**config.mk**
```make
export PLATFORM = sky130hd
export DESIGN_NAME = vt4_coef_regs
export DESIGN_NICKNAME = d
export VERILOG_FILES = /design/src/rtl/core/vt4_pkg.sv /design/src/rtl/core/vt4_coef_regs.sv
export SDC_FILE = /design/constraint.sdc
export NUM_CORES = 1
export LEC_CHECK = 0
export ABC_AREA = 1
export BUFFER_PORTS_ARGS = -buffer_cell sky130_fd_sc_hd__buf_2
export CORE_AREA = 2 2 430 432
export DETAILED_ROUTE_END_ITERATION = 8
export DIE_AREA = 0 0 432 434
export GPL_ROUTABILITY_DRIVEN = 1
export GPL_TIMING_DRIVEN = 0
export PLACE_DENSITY = 0.3
export SLEW_MARGIN = 20
export SYNTH_ARGS = -nofsm -noshare
export SYNTH_HDL_FRONTEND = slang
export SYNTH_SLANG_ARGS = --single-unit
```
**constraint.sdc**
```tcl
create_clock -name clock -period 1.4 [get_ports clock]
set_input_delay 0 -clock clock [delete_from_list [all_inputs] [get_ports clock]]
set_output_delay 0 -clock clock [all_outputs]
set_load 0.03 [all_outputs]
```
**src/rtl/core/vt4_pkg.sv**
```systemverilog
// Shared types and constants for the 4x4 Q16.16 vertex transform.
// Used by vt4_coef_regs, vt4_lane and vertex_transform_4x4_unit; no dependencies.
package vt4_pkg;

   localparam int COMP_W      = 32;
   localparam int PROD_W      = 2 * COMP_W;
   localparam int PAIR_W      = PROD_W + 1;
   localparam int SUM_W       = PROD_W + 2;
   localparam int FRAC_W      = 16;
   localparam int NUM_COMP    = 4;
   localparam int NUM_PAIRS   = 8;
   localparam int PAIR_SEL_W  = 3;
   localparam int CSR_INDEX_W = 4;
   localparam int CSR_DATA_W  = 64;

   // Command codes carried by the request beat.
   localparam logic CMD_COLUMN = 1'b0;  // matrix times column vector
   localparam logic CMD_ROW    = 1'b1;  // row vector times matrix

   typedef logic signed [COMP_W-1:0]     comp_type;
   typedef comp_type [NUM_COMP-1:0]      vec_type;
   typedef vec_type [NUM_COMP-1:0]       mat_type;
   typedef logic [CSR_DATA_W-1:0]        coef_pair_type;

   // Identity matrix after reset.
   localparam coef_pair_type [NUM_PAIRS-1:0] COEF_RESET = {
      64'h0001_0000_0000_0000,
      64'h0000_0000_0000_0000,
      64'h0000_0000_0001_0000,
      64'h0000_0000_0000_0000,
      64'h0000_0000_0000_0000,
      64'h0001_0000_0000_0000,
      64'h0000_0000_0000_0000,
      64'h0000_0000_0001_0000
   };

   // Result of one lane: the saturated component and whether it was clipped.
   typedef struct packed {
      comp_type value;
      logic     sat;
   } lane_out_type;

endpackage

```
**src/rtl/core/vt4_coef_regs.sv**
```systemverilog
// Coefficient register file for the vertex transform: eight 64-bit pairs.
// Presents the matrix both by rows and by columns. Depends on vt4_pkg.
module vt4_coef_regs import vt4_pkg::*; (
   input  logic                   clock,
   input  logic                   reset,
   input  logic                   wr_en,
   input  logic [CSR_INDEX_W-1:0] wr_index,
   input  coef_pair_type          wr_data,
   output mat_type                rows,
   output mat_type                cols
);

   coef_pair_type [NUM_PAIRS-1:0] coef_ff;

   // Writes beyond the last pair are dropped.
   always_ff @(posedge clock) begin
      if (reset) begin
         coef_ff <= COEF_RESET;
      end else if (wr_en && (wr_index < CSR_INDEX_W'(NUM_PAIRS))) begin
         coef_ff[wr_index[PAIR_SEL_W-1:0]] <= wr_data;
      end
   end

   for (genvar r = 0; r < NUM_COMP; r++) begin : g_row
      for (genvar c = 0; c < NUM_COMP; c++) begin : g_col
         localparam int PairIdx = r * 2 + c / 2;
         localparam int WordLo  = (c % 2) * COMP_W;
         assign rows[r][c] = comp_type'(coef_ff[PairIdx][WordLo +: COMP_W]);
         assign cols[c][r] = comp_type'(coef_ff[PairIdx][WordLo +: COMP_W]);
      end
   end

endmodule

```
==> impl_metrics.ini <==
[power_and_ir_drop]
p_total_mw = 39.76
fraction_of_power_consumed_by_combinational_cells = 0.135
share_clk_of_total_power = 0.482
p_int_mw = 27.82
pwr_density_cell_nw_per_um2 = 1063
netSwitchingFraction = 0.3001
p_leak_nw = 19.04
power.share.sequential = 0.383
sw_power_mw = 11.93
vdd_drop_max_mv = 0.7709

[critical_path]
timing.critical_path.slowest_cell_delay_ns = 0.39
worst-endpoint-required_ns = 1.40
path_class = reg2out
timing.critical_path.slowest_stage_cell = dfxtp_4
cp_max_fo = 3
worst_setup_path_end_kind = output port
cp-start-kind = flop
cp.arrival_ns = 1.32
cp_cell_sequence = buf_4 -> buf_2
worst-r2r-cell-count = 3

[worst_hold_path]
min_delay_path_depth = 6
min_path_type = in2reg

[floorplan]
ios = 1095
fp.dieW_um = 432
initial_utilization = 0.1278
die_height_um = 434
floorplan.die_area_um2 = 187500
coreArea_um2 = 182500
fp-row-count = 157

[cts]
cts_tree = yes
cts-buffers-inserted = 73
cts.clk_slew.worst_paths_ns = 0.06
worst_skew_pair.late_latency_ns = 0.64
ctsRootBufferMaster = clkbuf_16
clock_net_sink_count = 512
htree_depth = 3
clock_path_buffers = 3

[grt]
globalRouteOverflowTotal = 0
global_route_wire_length_before_repair_um = 208000
number_of_antenna_violations_at_the_first_check_in_global_routing = 23
vias_in_the_first_global_route = 23630
busiest_layer = met2
total_global_route_track_usage = 0.1623
grt_max_degree = 12
grt_util_met1 = 0.2058
grt_use_met3 = 0.02564
grt.met2_usage = 0.2888

[synth]
avgSynthCellArea_um2 = 6.974
number_of_nets_in_the_synthesized_netlist = 3414
syn-instance-count = 3343
synth.cell_area_um2 = 23310
yosysWarningCount = 0
synth_seq_cells = 512
yosys.cell_types.count = 14
sequential_element_share_of_the_synthesized_area = 0.4397

[sta]
maxClockFrequency_mhz = 755.0
drv_slew = 0
setup-violations-final = 0
post-route-period-util = 0.9461
worst_skew_ns = 0
finalCriticalPeriod_ns = 1.324
final-hold-violation-count = 0
max_slew.worst_pin.slew_ns = 0.9114
worst_slew_margin_rel = 0.3915

[finish]
final_nets = 4668
mostFrequentLayoutCell = nor2_1
largest_register_ffs = 512
drive_above_1_share = 0.4757
syn2layout_area_growth_pct = 60.44
layout_common_cells = nor2_1 (1018), buf_4 (784), buf_2 (783)
fin_cells = 7047
layout.filler_cells = 20830

[route]
drtPass1Iterations = 5
vias = 25030
avgRoutedWirePerCell_um = 22.54
viasPerCell = 3.552
drc = 0
antenna_left = 0
drt_first_iter_violations = 1481
detail_route.wirelength_um = 158900

[status]
result_of_the_run = finished clean

[job]
max_cap_viol_count = 0

[placed_design]
numPortBuffers = 1093
sum_of_net_half_perimeters_after_detailed_placement_um = 126700
post-place-cells = 6829
finalWeightedCongestion = 0.7816
-- logic make-up (layout without fill, tap and decap cells) --
group / after synthesis / count (layout) / synth area share
compound gates: 4 / 4 / 0.0008587
buf+inv: 770 / 2077 / 0.2118
flops: 512 / 512 / 0.4397
other cells: 0 / 12 / 0
simple gates: 2057 / 2057 / 0.3477
-- Yosys cell counts, drive strengths merged --
cell type	number	share of area
nor2	1026	0.17
nand2	771	0.12
buf	629	0.19
dfxtp	512	0.44
nand3	260	0.056
inv	73	0.012
clkbuf	68	0.011
o21ai	4	0.00086
-- through the flow --
stage                     setup WS [ns]   TNS [ns]  cell area (um^2)    util  hold slack (ns)
after floorplan                  0.3306          0             23310       -           0.1262
after global placement           -2.041    -700.44             31770  0.1741           0.2887
after detailed placement         -1.063    -341.49             31990  0.1753           0.3045
after CTS                      -0.07600    -0.4608             37280  0.2043         0.004817
after global routing          -0.001530  -0.001530             37380  0.2048          0.05041
final                           0.07552          0             37400  0.2050          0.06059
-- power groups by stage --
stage	Sequential (mW)	Clock [mW]	Combinational (mW)
2_1_floorplan	16.1	0	2.46
3_3_place_gp	15.7	0	5.05
3_5_place_dp	15.7	0	5.09
4_1_cts	15.2	20.0	5.49
5_1_grt	15.3	20.4	5.78
6_report	15.2	19.2	5.37
-- final timing paths --
kind	start	endpoint	slack (ns)
setup / recovery	cols[119]$_SDFFE_PP0P_	rows[407]	0.08
hold / removal	wr_index[1]	cols[33]$_SDFFE_PP0P_	0.06
setup reg to reg	cols[16]$_SDFFE_PP1P_	cols[16]$_SDFFE_PP1P_	0.17
hold reg to reg	cols[435]$_SDFFE_PP0P_	cols[435]$_SDFFE_PP0P_	0.49
-- critical path, delay by kind of cell (launching register included) --
kind                   cells  cell delay [ns]
flip-flops                 1             0.39
buffers and inverters      2             0.29
-- per-layer routing --
| metal | vias up | wire (um) |
|---|---|---|
| met5 | - | 55 |
| met4 | 8 | 2872 |
| met3 | 129 | 7262 |
| met2 | 758 | 79980 |
| met1 | 11910 | 68700 |
| li1 | 12230 | - |
-- repair_timing --
action                                 4_1_cts  5_1_grt
hold buffers                                76        0
setup endpoints to repair                  822       70
pin swaps                                    3        1
buffers inserted                             7        2
endpoints found under the hold margin      492        0
resized for setup                          922       65
-- final cells by class --
cell class / count / area [um^2] / share of cell area
clock inverter: 26 / 364.1 / 0.009734
antenna: 12 / 30.03 / 0.0008028
inverter: 73 / 275.3 / 0.007359
timing repair buffer: 1186 / 7896 / 0.2111
clock buffer: 102 / 2067 / 0.05526
multi-input combinational: 2061 / 8137 / 0.2175
buffer: 690 / 4669 / 0.1248
tap: 2385 / 2984 / 0.07978
sequential: 512 / 10980 / 0.2936
Note: power is estimated with default switching activity, not from simulation.
